### config.mk
export PLATFORM = sky130hd
export DESIGN_NAME = ema_crossover_detector_top_flat
export DESIGN_NICKNAME = d
export VERILOG_FILES = /design/src/hdl/ecd_pkg.sv /design/src/hdl/ecd_stream_if.sv /design/src/hdl/ecd_div.sv /design/src/hdl/ecd_dpath.sv /design/src/hdl/ecd_ctrl.sv /design/src/hdl/ema_crossover_detector_top.sv /design/src/flat_wrapper.sv
export SDC_FILE = /design/constraint.sdc
export NUM_CORES = 2
export LEC_CHECK = 0
export BUFFER_PORTS_ARGS = -buffer_cell sky130_fd_sc_hd__buf_2
export CELL_PAD_IN_SITES_DETAIL_PLACEMENT = 1
export CELL_PAD_IN_SITES_GLOBAL_PLACEMENT = 1
export CORE_MARGIN = 5
export CORE_UTILIZATION = 25
export CTS_BUF_LIST = sky130_fd_sc_hd__clkbuf_8
export DETAILED_ROUTE_END_ITERATION = 6
export HOLD_SLACK_MARGIN = 0.12
export PLACE_DENSITY_LB_ADDON = 0.1
export SLEW_MARGIN = 20
export SYNTH_ARGS = -nofsm -noshare
export SYNTH_HDL_FRONTEND = slang
export SYNTH_HIERARCHICAL = 1
export SYNTH_SLANG_ARGS = --single-unit
### constraint.sdc
create_clock -name clk_i -period 21.8 [get_ports clk_i]
set_clock_uncertainty 0.15 [all_clocks]
set_input_delay 0 -clock clk_i [delete_from_list [all_inputs] [get_ports clk_i]]
set_output_delay 0 -clock clk_i [all_outputs]
set_load 0.05 [all_outputs]
### src/hdl/ecd_pkg.sv
// Package for the EMA crossover detector: widths, codes, payload and
// controller/datapath command types. No dependencies.
package ecd_pkg;

  localparam int CLOSE_W   = 32;
  localparam int PERIOD_W  = 11;
  localparam int CONF_W    = 16;
  localparam int CFG_IDX_W = 2;

  localparam int DEF_MAX_PERIOD = 1024;
  localparam int DEF_FRAC_BITS  = 16;

  localparam logic [PERIOD_W-1:0] FAST_PERIOD_RST = PERIOD_W'(9);
  localparam logic [PERIOD_W-1:0] SLOW_PERIOD_RST = PERIOD_W'(21);

  typedef enum logic [1:0] {
    SIG_NONE = 2'd0,
    SIG_BUY  = 2'd1,
    SIG_SELL = 2'd2
  } sig_e;

  typedef enum logic [CFG_IDX_W-1:0] {
    REG_FAST_PERIOD = 2'd0,
    REG_SLOW_PERIOD = 2'd1
  } cfg_idx_e;

  typedef enum logic [1:0] {
    OP_SEED = 2'd0,
    OP_UPD  = 2'd1,
    OP_CONF = 2'd2
  } div_op_e;

  typedef enum logic [3:0] {
    ST_IDLE,
    ST_FAST,
    ST_FAST_WAIT,
    ST_SLOW,
    ST_SLOW_WAIT,
    ST_CMP,
    ST_CONF,
    ST_CONF_WAIT,
    ST_RES
  } state_e;

  typedef logic [CLOSE_W-1:0] close_t;

  typedef struct packed {
    sig_e                signal;
    logic [CONF_W-1:0]   confidence;
    logic [CLOSE_W-1:0]  signal_price;
    logic                warmed_up;
  } result_t;

  typedef struct packed {
    logic [CFG_IDX_W-1:0] index;
    logic [PERIOD_W-1:0]  value;
  } cfg_wr_t;

  typedef struct packed {
    logic    load;
    logic    div_start;
    div_op_e div_op;
    logic    sel_slow;
    logic    avg_wr;
    logic    cmp;
    logic    res_wr;
  } ecd_cmd_t;

  typedef struct packed {
    logic fast_seeded;
    logic fast_due;
    logic slow_seeded;
    logic slow_due;
    logic div_busy;
    logic conf_div;
    logic out_free;
  } ecd_status_t;

endpackage

### src/hdl/ecd_stream_if.sv
// Valid/ready channel carrying one payload item of type T.
// No dependencies; the payload type is set at instantiation.
interface ecd_stream_if #(
  parameter type T = logic
) ();
  logic valid;
  logic ready;
  T     data;

  modport source (output valid, output data, input ready);
  modport sink   (input valid, input data, output ready);
endinterface

### src/hdl/ecd_div.sv
// Shared restoring divider, one quotient bit per cycle.
// Depends on nothing but its parameters.
module ecd_div #(
  parameter int DW = 58,
  parameter int RW = 49,
  parameter int SW = 6
) (
  input  logic          clk_i,
  input  logic          rst_ni,
  input  logic          start_i,
  input  logic [DW-1:0] dividend_i,
  input  logic [RW-1:0] rem_init_i,
  input  logic [RW-1:0] divisor_i,
  input  logic [SW-1:0] steps_i,
  output logic          busy_o,
  output logic [DW-1:0] quot_o
);

  logic          busy_q, busy_d;
  logic [SW-1:0] cnt_q, cnt_d;
  logic [DW-1:0] dq_q, dq_d;
  logic [RW-1:0] rem_q, rem_d;
  logic [RW-1:0] div_q;
  logic [RW-1:0] trial;
  logic          ge;

  // remainder stays below the divisor, so its top bit is always clear
  assign trial = {rem_q[RW-2:0], dq_q[DW-1]};
  assign ge    = (trial >= div_q);

  always_comb begin
    busy_d = busy_q;
    cnt_d  = cnt_q;
    dq_d   = dq_q;
    rem_d  = rem_q;
    if (start_i) begin
      busy_d = 1'b1;
      cnt_d  = steps_i;
      dq_d   = dividend_i;
      rem_d  = rem_init_i;
    end else if (busy_q) begin
      dq_d  = {dq_q[DW-2:0], ge};
      rem_d = ge ? (trial - div_q) : trial;
      cnt_d = cnt_q - SW'(1);
      if (cnt_q == SW'(1)) begin
        busy_d = 1'b0;
      end
    end
  end

  always_ff @(posedge clk_i or negedge rst_ni) begin
    if (!rst_ni) begin
      busy_q <= 1'b0;
      cnt_q  <= '0;
    end else begin
      busy_q <= busy_d;
      cnt_q  <= cnt_d;
    end
  end

  always_ff @(posedge clk_i) begin
    dq_q  <= dq_d;
    rem_q <= rem_d;
    if (start_i) begin
      div_q <= divisor_i;
    end
  end

  assign busy_o = busy_q;
  assign quot_o = dq_q;

endmodule

### src/hdl/ecd_dpath.sv
// Datapath: period registers, seed sums, both averages, cross compare,
// result register. Depends on ecd_pkg and ecd_div.
module ecd_dpath
  import ecd_pkg::*;
#(
  parameter int MAX_PERIOD = DEF_MAX_PERIOD,
  parameter int FRAC_BITS  = DEF_FRAC_BITS
) (
  input  logic                 clk_i,
  input  logic                 rst_ni,
  input  logic                 cfg_we_i,
  input  logic [CFG_IDX_W-1:0] cfg_idx_i,
  input  logic [PERIOD_W-1:0]  cfg_val_i,
  input  close_t               close_i,
  input  ecd_cmd_t             cmd_i,
  output ecd_status_t          status_o,
  output logic                 out_valid_o,
  input  logic                 out_ready_i,
  output result_t              out_data_o
);

  localparam int CNT_W = $clog2(MAX_PERIOD + 1);
  localparam int SUM_W = CLOSE_W + $clog2(MAX_PERIOD);
  localparam int AVG_W = CLOSE_W + FRAC_BITS;
  localparam int EW    = (CNT_W > PERIOD_W) ? CNT_W : PERIOD_W;
  localparam int RW    = AVG_W + 1;
  localparam int DW    = SUM_W + FRAC_BITS;
  localparam int SW    = $clog2(DW + 1);

  logic [PERIOD_W-1:0] fast_period_q, slow_period_q;
  logic [CNT_W-1:0]    cnt_q;
  logic [SUM_W-1:0]    fsum_q, ssum_q;
  logic [AVG_W-1:0]    favg_q, savg_q;
  logic                fseed_q, sseed_q, have_prev_q;
  logic                out_valid_q;

  close_t              x_q;
  logic [AVG_W-1:0]    pf_q, ps_q, d_q;
  logic                dir_q;
  sig_e                sig_q;
  logic                warm_q;
  result_t             out_q;

  logic [EW-1:0]       feff, seff, eff_sel;
  logic [SUM_W-1:0]    sum_sel;
  logic [AVG_W-1:0]    avg_sel, xf, diff, q_avg, avg_new;
  logic                dir;
  logic [DW-1:0]       dividend;
  logic [RW-1:0]       rem_init, divisor;
  logic [SW-1:0]       steps;
  logic                div_busy;
  logic [DW-1:0]       quot;
  logic                warm, up, down, out_free;
  logic [CONF_W-1:0]   conf_val;

  function automatic logic [EW-1:0] eff_period(input logic [PERIOD_W-1:0] p);
    logic [EW-1:0] pe;
    pe = EW'(p);
    if (p == '0) begin
      return EW'(1);
    end else if (pe > EW'(MAX_PERIOD)) begin
      return EW'(MAX_PERIOD);
    end
    return pe;
  endfunction

  assign feff    = eff_period(fast_period_q);
  assign seff    = eff_period(slow_period_q);
  assign eff_sel = cmd_i.sel_slow ? seff : feff;
  assign sum_sel = cmd_i.sel_slow ? ssum_q : fsum_q;
  assign avg_sel = cmd_i.sel_slow ? savg_q : favg_q;

  // update step: move the average toward the close by 2*|x-avg|/(p+1)
  assign xf   = {x_q, {FRAC_BITS{1'b0}}};
  assign dir  = (xf >= avg_sel);
  assign diff = dir ? (xf - avg_sel) : (avg_sel - xf);

  always_comb begin
    dividend = '0;
    rem_init = '0;
    divisor  = RW'(savg_q);
    steps    = SW'(CONF_W);
    case (cmd_i.div_op)
      OP_SEED: begin
        dividend = {sum_sel, {FRAC_BITS{1'b0}}};
        divisor  = RW'(cnt_q);
        steps    = SW'(DW);
      end
      OP_UPD: begin
        dividend = DW'({diff, 1'b0}) << (DW - RW);
        divisor  = RW'(eff_sel) + RW'(1);
        steps    = SW'(RW);
      end
      OP_CONF: begin
        rem_init = RW'(d_q);
      end
      default: begin
        dividend = '0;
      end
    endcase
  end

  ecd_div #(
    .DW (DW),
    .RW (RW),
    .SW (SW)
  ) u_div (
    .clk_i      (clk_i),
    .rst_ni     (rst_ni),
    .start_i    (cmd_i.div_start),
    .dividend_i (dividend),
    .rem_init_i (rem_init),
    .divisor_i  (divisor),
    .steps_i    (steps),
    .busy_o     (div_busy),
    .quot_o     (quot)
  );

  assign q_avg   = quot[AVG_W-1:0];
  assign avg_new = (cmd_i.div_op == OP_SEED) ? q_avg :
                   dir_q ? (avg_sel + q_avg) : (avg_sel - q_avg);

  assign warm = fseed_q && sseed_q;
  assign up   = (pf_q <= ps_q) && (favg_q > savg_q);
  assign down = (pf_q >= ps_q) && (favg_q < savg_q);

  assign out_free = !out_valid_q || out_ready_i;

  always_comb begin
    if ((sig_q == SIG_NONE) || (savg_q == '0)) begin
      conf_val = '0;
    end else if (d_q >= savg_q) begin
      conf_val = '1;
    end else begin
      conf_val = quot[CONF_W-1:0];
    end
  end

  always_ff @(posedge clk_i or negedge rst_ni) begin
    if (!rst_ni) begin
      fast_period_q <= FAST_PERIOD_RST;
      slow_period_q <= SLOW_PERIOD_RST;
      cnt_q         <= '0;
      fsum_q        <= '0;
      ssum_q        <= '0;
      favg_q        <= '0;
      savg_q        <= '0;
      fseed_q       <= 1'b0;
      sseed_q       <= 1'b0;
      have_prev_q   <= 1'b0;
      out_valid_q   <= 1'b0;
    end else begin
      if (cfg_we_i) begin
        if (cfg_idx_i == REG_FAST_PERIOD) begin
          fast_period_q <= cfg_val_i;
        end else if (cfg_idx_i == REG_SLOW_PERIOD) begin
          slow_period_q <= cfg_val_i;
        end
      end
      if (cmd_i.load) begin
        if (cnt_q < CNT_W'(MAX_PERIOD)) begin
          cnt_q <= cnt_q + CNT_W'(1);
        end
        // accumulate only while seeding
        if (!fseed_q) begin
          fsum_q <= fsum_q + SUM_W'(close_i);
        end
        if (!sseed_q) begin
          ssum_q <= ssum_q + SUM_W'(close_i);
        end
      end
      if (cmd_i.avg_wr) begin
        if (cmd_i.sel_slow) begin
          savg_q <= avg_new;
          if (cmd_i.div_op == OP_SEED) begin
            sseed_q <= 1'b1;
          end
        end else begin
          favg_q <= avg_new;
          if (cmd_i.div_op == OP_SEED) begin
            fseed_q <= 1'b1;
          end
        end
      end
      if (cmd_i.cmp && warm) begin
        have_prev_q <= 1'b1;
      end
      if (cmd_i.res_wr) begin
        out_valid_q <= 1'b1;
      end else if (out_ready_i) begin
        out_valid_q <= 1'b0;
      end
    end
  end

  always_ff @(posedge clk_i) begin
    if (cmd_i.load) begin
      x_q  <= close_i;
      pf_q <= favg_q;
      ps_q <= savg_q;
    end
    if (cmd_i.div_start) begin
      dir_q <= dir;
    end
    if (cmd_i.cmp) begin
      warm_q <= warm;
      d_q    <= (favg_q >= savg_q) ? (favg_q - savg_q) : (savg_q - favg_q);
      if (warm && have_prev_q && up) begin
        sig_q <= SIG_BUY;
      end else if (warm && have_prev_q && down) begin
        sig_q <= SIG_SELL;
      end else begin
        sig_q <= SIG_NONE;
      end
    end
    if (cmd_i.res_wr) begin
      out_q.signal       <= sig_q;
      out_q.confidence   <= conf_val;
      out_q.signal_price <= (sig_q != SIG_NONE) ? x_q : '0;
      out_q.warmed_up    <= warm_q;
    end
  end

  always_comb begin
    status_o             = '0;
    status_o.fast_seeded = fseed_q;
    status_o.fast_due    = !fseed_q && (EW'(cnt_q) >= feff);
    status_o.slow_seeded = sseed_q;
    status_o.slow_due    = !sseed_q && (EW'(cnt_q) >= seff);
    status_o.div_busy    = div_busy;
    status_o.conf_div    = (sig_q != SIG_NONE) && (savg_q != '0) && (d_q < savg_q);
    status_o.out_free    = out_free;
  end

  assign out_valid_o = out_valid_q;
  assign out_data_o  = out_q;

endmodule

### src/hdl/ecd_ctrl.sv
// Controller state machine: sequences load, the two average steps, the
// compare, the confidence division and the result write. Depends on ecd_pkg.
module ecd_ctrl
  import ecd_pkg::*;
(
  input  logic        clk_i,
  input  logic        rst_ni,
  input  logic        in_valid_i,
  output logic        in_ready_o,
  input  ecd_status_t status_i,
  output ecd_cmd_t    cmd_o
);

  state_e state_q, state_d;

  always_ff @(posedge clk_i or negedge rst_ni) begin
    if (!rst_ni) begin
      state_q <= ST_IDLE;
    end else begin
      state_q <= state_d;
    end
  end

  always_comb begin
    state_d    = state_q;
    cmd_o      = '0;
    in_ready_o = 1'b0;
    case (state_q)
      ST_IDLE: begin
        in_ready_o = 1'b1;
        if (in_valid_i) begin
          cmd_o.load = 1'b1;
          state_d    = ST_FAST;
        end
      end
      ST_FAST: begin
        cmd_o.div_op = status_i.fast_seeded ? OP_UPD : OP_SEED;
        if (status_i.fast_seeded || status_i.fast_due) begin
          cmd_o.div_start = 1'b1;
          state_d         = ST_FAST_WAIT;
        end else begin
          state_d = ST_SLOW;
        end
      end
      ST_FAST_WAIT: begin
        cmd_o.div_op = status_i.fast_seeded ? OP_UPD : OP_SEED;
        if (!status_i.div_busy) begin
          cmd_o.avg_wr = 1'b1;
          state_d      = ST_SLOW;
        end
      end
      ST_SLOW: begin
        cmd_o.sel_slow = 1'b1;
        cmd_o.div_op   = status_i.slow_seeded ? OP_UPD : OP_SEED;
        if (status_i.slow_seeded || status_i.slow_due) begin
          cmd_o.div_start = 1'b1;
          state_d         = ST_SLOW_WAIT;
        end else begin
          state_d = ST_CMP;
        end
      end
      ST_SLOW_WAIT: begin
        cmd_o.sel_slow = 1'b1;
        cmd_o.div_op   = status_i.slow_seeded ? OP_UPD : OP_SEED;
        if (!status_i.div_busy) begin
          cmd_o.avg_wr = 1'b1;
          state_d      = ST_CMP;
        end
      end
      ST_CMP: begin
        cmd_o.cmp = 1'b1;
        state_d   = ST_CONF;
      end
      ST_CONF: begin
        cmd_o.div_op = OP_CONF;
        if (status_i.conf_div) begin
          cmd_o.div_start = 1'b1;
          state_d         = ST_CONF_WAIT;
        end else begin
          state_d = ST_RES;
        end
      end
      ST_CONF_WAIT: begin
        cmd_o.div_op = OP_CONF;
        if (!status_i.div_busy) begin
          state_d = ST_RES;
        end
      end
      ST_RES: begin
        // hold until the output register is free
        if (status_i.out_free) begin
          cmd_o.res_wr = 1'b1;
          state_d      = ST_IDLE;
        end
      end
      default: begin
        state_d = ST_IDLE;
      end
    endcase
  end

endmodule

### src/hdl/ema_crossover_detector_top.sv
// Top level of the EMA crossover detector: controller, datapath and the
// channel interfaces. Depends on ecd_pkg, ecd_stream_if, ecd_ctrl, ecd_dpath.
//
//   channel | dir | payload                                   | accepted when
//   cfg_i   | in  | cfg_wr_t: index, value (period register)  | valid && ready
//   in_i    | in  | close_t: close_price                      | valid && ready
//   out_o   | out | result_t: signal, confidence, price, warm | valid && ready
//
// The controller takes a new close only once it is through with the last one.
// A close takes longest when both averages seed on it; a close with two
// updates also runs the confidence division. Most of the time goes to the
// shared one-bit-per-cycle divider; a close that only accumulates runs no
// division. The result register lets the next close be taken while a result
// waits; the controller holds the following result until it is free.
// Reset clears both averages, seed sums, the candle count and the periods to 9/21.
module ema_crossover_detector_top
  import ecd_pkg::*;
#(
  parameter int MAX_PERIOD = DEF_MAX_PERIOD,
  parameter int FRAC_BITS  = DEF_FRAC_BITS
) (
  input  logic       clk_i,
  input  logic       rst_ni,
  ecd_stream_if.sink   cfg_i,
  ecd_stream_if.sink   in_i,
  ecd_stream_if.source out_o
);

  ecd_cmd_t    cmd;
  ecd_status_t status;
  logic        in_ready;
  logic        out_valid;
  result_t     out_data;
  cfg_wr_t     cfg_wr;

  assign cfg_i.ready = 1'b1;
  assign cfg_wr      = cfg_i.data;
  assign in_i.ready  = in_ready;
  assign out_o.valid = out_valid;
  assign out_o.data  = out_data;

  ecd_ctrl u_ctrl (
    .clk_i      (clk_i),
    .rst_ni     (rst_ni),
    .in_valid_i (in_i.valid),
    .in_ready_o (in_ready),
    .status_i   (status),
    .cmd_o      (cmd)
  );

  ecd_dpath #(
    .MAX_PERIOD (MAX_PERIOD),
    .FRAC_BITS  (FRAC_BITS)
  ) u_dpath (
    .clk_i       (clk_i),
    .rst_ni      (rst_ni),
    .cfg_we_i    (cfg_i.valid),
    .cfg_idx_i   (cfg_wr.index),
    .cfg_val_i   (cfg_wr.value),
    .close_i     (in_i.data),
    .cmd_i       (cmd),
    .status_o    (status),
    .out_valid_o (out_valid),
    .out_ready_i (out_o.ready),
    .out_data_o  (out_data)
  );

`ifndef SYNTHESIS
  a_div_idle_on_start: assert property (@(posedge clk_i) disable iff (!rst_ni)
    cmd.div_start |-> !status.div_busy)
    else $error("divider started while busy");

  a_no_result_overwrite: assert property (@(posedge clk_i) disable iff (!rst_ni)
    cmd.res_wr |-> status.out_free)
    else $error("pending result overwritten");

  a_one_item_at_a_time: assert property (@(posedge clk_i) disable iff (!rst_ni)
    (in_i.valid && in_i.ready) |=> !in_i.ready)
    else $error("item taken while previous one in progress");

  a_cross_needs_warm: assert property (@(posedge clk_i) disable iff (!rst_ni)
    (out_o.valid && (out_o.data.signal != SIG_NONE)) |-> out_o.data.warmed_up)
    else $error("cross reported before both averages seeded");
`endif

endmodule

### src/flat_wrapper.sv
// flat-port wrapper written by rule: the top's interface ports become plain ports
module ema_crossover_detector_top_flat import ecd_pkg::*;
#(
  parameter int MAX_PERIOD = DEF_MAX_PERIOD,
  parameter int FRAC_BITS  = DEF_FRAC_BITS
)
  (clk_i, rst_ni, cfg_i_valid, cfg_i_data, cfg_i_ready, in_i_valid, in_i_data, in_i_ready, out_o_valid, out_o_data, out_o_ready);
  ecd_stream_if #(.T(cfg_wr_t)) cfg_i_i ();
  ecd_stream_if #(.T(close_t)) in_i_i ();
  ecd_stream_if #(.T(result_t)) out_o_i ();
  input  logic clk_i;
  input  logic rst_ni;
  input wire logic [$bits(cfg_i_i.valid)-1:0] cfg_i_valid;
  input wire logic [$bits(cfg_i_i.data)-1:0] cfg_i_data;
  output wire logic [$bits(cfg_i_i.ready)-1:0] cfg_i_ready;
  input wire logic [$bits(in_i_i.valid)-1:0] in_i_valid;
  input wire logic [$bits(in_i_i.data)-1:0] in_i_data;
  output wire logic [$bits(in_i_i.ready)-1:0] in_i_ready;
  output wire logic [$bits(out_o_i.valid)-1:0] out_o_valid;
  output wire logic [$bits(out_o_i.data)-1:0] out_o_data;
  input wire logic [$bits(out_o_i.ready)-1:0] out_o_ready;
  assign cfg_i_i.valid = cfg_i_valid;
  assign cfg_i_i.data = cfg_i_data;
  assign cfg_i_ready = cfg_i_i.ready;
  assign in_i_i.valid = in_i_valid;
  assign in_i_i.data = in_i_data;
  assign in_i_ready = in_i_i.ready;
  assign out_o_valid = out_o_i.valid;
  assign out_o_data = out_o_i.data;
  assign out_o_i.ready = out_o_ready;
  ema_crossover_detector_top #(.MAX_PERIOD(MAX_PERIOD), .FRAC_BITS(FRAC_BITS)) u_core (.clk_i(clk_i), .rst_ni(rst_ni), .cfg_i(cfg_i_i), .in_i(in_i_i), .out_o(out_o_i));
endmodule
==> run_results.csv <==
group,metric,value,unit
setup_path,arrival,7540,ps
run,maxCapViolations,0,
floorplan,core,190000,um^2
clock_network,cts_tree,"yes",
finish,nFillCells,22035,
global_route,overflow,0,
synthesis,yosys_warnings,6,
synthesis,synthTopCellsByArea,"edfxtp_1 (24%), ha_1 (12%), dfrtp_1 (12%)",
floorplan,num_rows,160,
setup_path,path_class,"flip-flop to flip-flop",
finish,fin_nets,5953,
synthesis,synth-seq-cells,614,
finish,drive_gt1_frac,0.0983,
synthesis,syn-instance-count,5281,
drt,drcViolationCount,0,
global_route,grt_use_total,0.184,
timing,setup_viol,0,
synthesis,synth_area_leader_cell,"edfxtp_1",
timing,worstMarginPinSlew,1070,ps
timing,rsz0062_at_grt,"false",
drt,dr.pass1.iters,5,
timing,fin_setup_tns,0,ps
timing,worst_slack,14690,ps
clock_network,ctsLongestPathBuffers,3,
global_route,antenna_found_initial,2,
floorplan,die_h,448,um
setup_path,cp.required,22220,ps
drt,drt-initial-drc-count,2184,
drt,vias,39977,
floorplan,start_util,0.252,
synthesis,synth_edf_count,386,
setup_path,endpoint_kind,"flip-flop",
global_route,grt_max_degree,79,
drt,routed_via_density,4.96,
floorplan,die_area,201000,um^2
timing,hold_violations,0,
clock_network,cts.reportedPaths.clkPinSlew,60,ps
finish,area_growth,13.8,%
timing,relSlewSlack,0.278,
place,gp_congestion,0.865,
outcome,status,"finished, final reports clean",
setup_path,worst_setup_path_start_kind,"flip-flop",
floorplan,pin_count,104,
drt,wire_per_inst,23.3,um
drt,ant_nets,0,
global_route,grt_pass1_wl,280000,um
synthesis,seq_area_frac_synth,0.361,
synthesis,yosysTopAreaCellShare,0.242,
place,post-dp-hpwl,148000,um
drt,wl,188000,um
timing,maxSlewViolCount,0,
place,dp_slack,14710,ps
timing,fin_crit_sh,0.326,
floorplan,fp.dieW,448,um
synthesis,synthFlopType,"edfxtp_1",
clock_network,cts_buffers,116,
timing,post-route-min-period,7110,ps
synthesis,syn_area,47900,um^2
synthesis,avgSynthCellArea,9.08,um^2
clock_network,clock_sinks,614,
synthesis,synth-async-reset-ratio,0.371,
clock_network,cts_root_buf,"clkbuf_8",
setup_path,worst-path-max-fanout,78,
clock_network,htreeDepth,3,
clock_network,clock_latency,850,ps
place,port_buffers,102,
worst_hold_path,min-delay-path-class,"input port to flip-flop",
timing,max_freq,141,MHz
synthesis,synthDistinctLibCells,108,
global_route,grt_pass1_vias,42543,
## synth_stat cells (10+ instances only)
master / instances
a2111oi_0: 18
a211o_1: 10
a211oi_1: 67
a21boi_0: 13
a21o_1: 234
a21oi_1: 447
a221oi_1: 12
a22oi_1: 14
a31o_2: 15
a31oi_1: 75
and2_1: 69
and3_1: 46
and4_1: 12
buf_1: 15
buf_2: 27
buf_6: 13
clkbuf_1: 176
dfrtp_1: 223
edfxtp_1: 386
ha_1: 452
inv_1: 378
mux2_2: 133
mux2i_1: 87
nand2_1: 449
nand2b_1: 47
nand3_1: 68
nand4_1: 91
nor2_1: 375
nor2b_1: 60
nor3_1: 76
nor3b_1: 11
nor3b_2: 10
nor4_1: 34
o211ai_1: 26
o21a_1: 87
o21ai_0: 375
o21ai_1: 19
o21bai_1: 65
o22ai_1: 31
o31ai_1: 23
or2_2: 17
or3_1: 23
or4_1: 10
xnor2_1: 163
xor2_1: 136
## metal layers
layer,wire length [um],share of wire,track usage,vias up
met5,0,0,0,-
met2,86500,0.46,0.305,492
met1,93300,0.50,0.259,19795
met3,4070,0.022,0.0160,198
met4,4010,0.021,0.0451,0
li1,-,-,-,19492
## path summary, 6_finish.rpt
kind | start | to | slack, ps | cells after the start
worst max-delay path | u_core/u_ctrl/state_q[1] | u_core/u_dpath/u_div/quot_o[48] | 14690 | 21
max in group asynchronous | rst_ni | u_core/u_dpath/ssum_q[34] | 19360 | 6
worst max register to register | u_core/u_ctrl/state_q[1] | u_core/u_dpath/u_div/quot_o[48] | 14690 | 21
worst min register to register | u_core/u_dpath/warm_q | u_core/u_dpath/out_data_o[0] | 270 | 0
min in group asynchronous | rst_ni | u_core/u_dpath/u_div/cnt_q[4] | 680 | 5
worst min-delay path | in_i_data[26] | u_core/u_dpath/ssum_q[26] | 250 | 6
## cells by family after synthesis
logic type / count (synthesis) / synth area share
AOI/OAI and AO/OA: 1624 / 0.214
xor gates and xnor gates: 299 / 0.0546
adders and majority gates: 459 / 0.121
buffers and inverters: 623 / 0.0524
DFF: 614 / 0.361
muxes: 223 / 0.0503
other: 3 / 0.000235
and+or+nand+nor: 1436 / 0.146
## critical path, stage by stage (launching register included)
cell,delay [ps]
dfrtp_1,710
nand2_1,190
nor2_1,140
a21oi_1,80
nor2_4,140
buf_4,480
buf_4,820
o21a_1,280
ha_1,230
a21oi_1,120
o31a_1,290
o21ai_1,250
a21oi_1,160
o211ai_1,300
and2_1,650
nor2_4,100
buf_4,300
inv_2,440
mux2i_1,280
xor2_1,220
a21oi_1,90
mux2_2,280
## area by class of cell
cell class / count / area, um^2 / share of cell area
repair buffers: 276 / 2140 / 0.0393
well taps: 2511 / 3140 / 0.0576
flip-flops and latches: 614 / 17300 / 0.317
diodes: 1 / 2.50 / 0.0000459
inverters: 381 / 1430 / 0.0262
multi-input cells: 4055 / 28300 / 0.518
clock buffers: 128 / 1760 / 0.0323
clock inverters: 93 / 514 / 0.00943
## state kept, by name, indices dropped and copies added (netlist names), 32 cells and up
signal                       flops
u_core/u_dpath/u_div/div_q      49
u_core/u_dpath/fsum_q           42
u_core/u_dpath/u_div/quot_o     58
u_core/u_dpath/favg_q           48
u_core/u_dpath/pf_q             48
u_core/u_dpath/savg_q           48
u_core/u_dpath/u_div/rem_q      48
u_core/u_dpath/d_q              48
u_core/u_dpath/out_data_o       51
u_core/u_dpath/ssum_q           42
u_core/u_dpath/x_q              32
u_core/u_dpath/ps_q             48
## per-stage QoR
step / utilization / std cells / area, um^2 / hold WS, ps
after floorplan: - / 5292 / 48000 / -446
after global placement: 0.268 / 7718 / 51100 / -128
after detailed placement: 0.268 / 7718 / 51100 / -131
after CTS: 0.287 / 8058 / 54600 / 122
after global routing: 0.287 / 8059 / 54600 / 224
final: 0.287 / 8059 / 54600 / 249
## repair_timing
action / 4_1_cts / 5_1_grt
endpoints found under the hold margin: 443 / 0
gates resized for setup: 0 / 0
setup buffers: 0 / 0
hold buffers: 119 / 0
## cells in the final DEF (no fill, tap or decap), drive strengths merged, types with 75 or more instances in the layout
master	count
ha	452
nand2	449
a21oi	449
inv	431
o21ai	394
edfxtp	386
nor2	377
a21o	234
dfrtp	223
xnor2	163
buf	158
xor2	136
mux2	136
clkbuf	128
dlygate4sd3	118
nand4	91
o21a	88
mux2i	87
nor3	79
a31oi	75
Power is not shown: default switching activity piles up to over one toggle a cycle in this logic, so the estimate is an artifact.
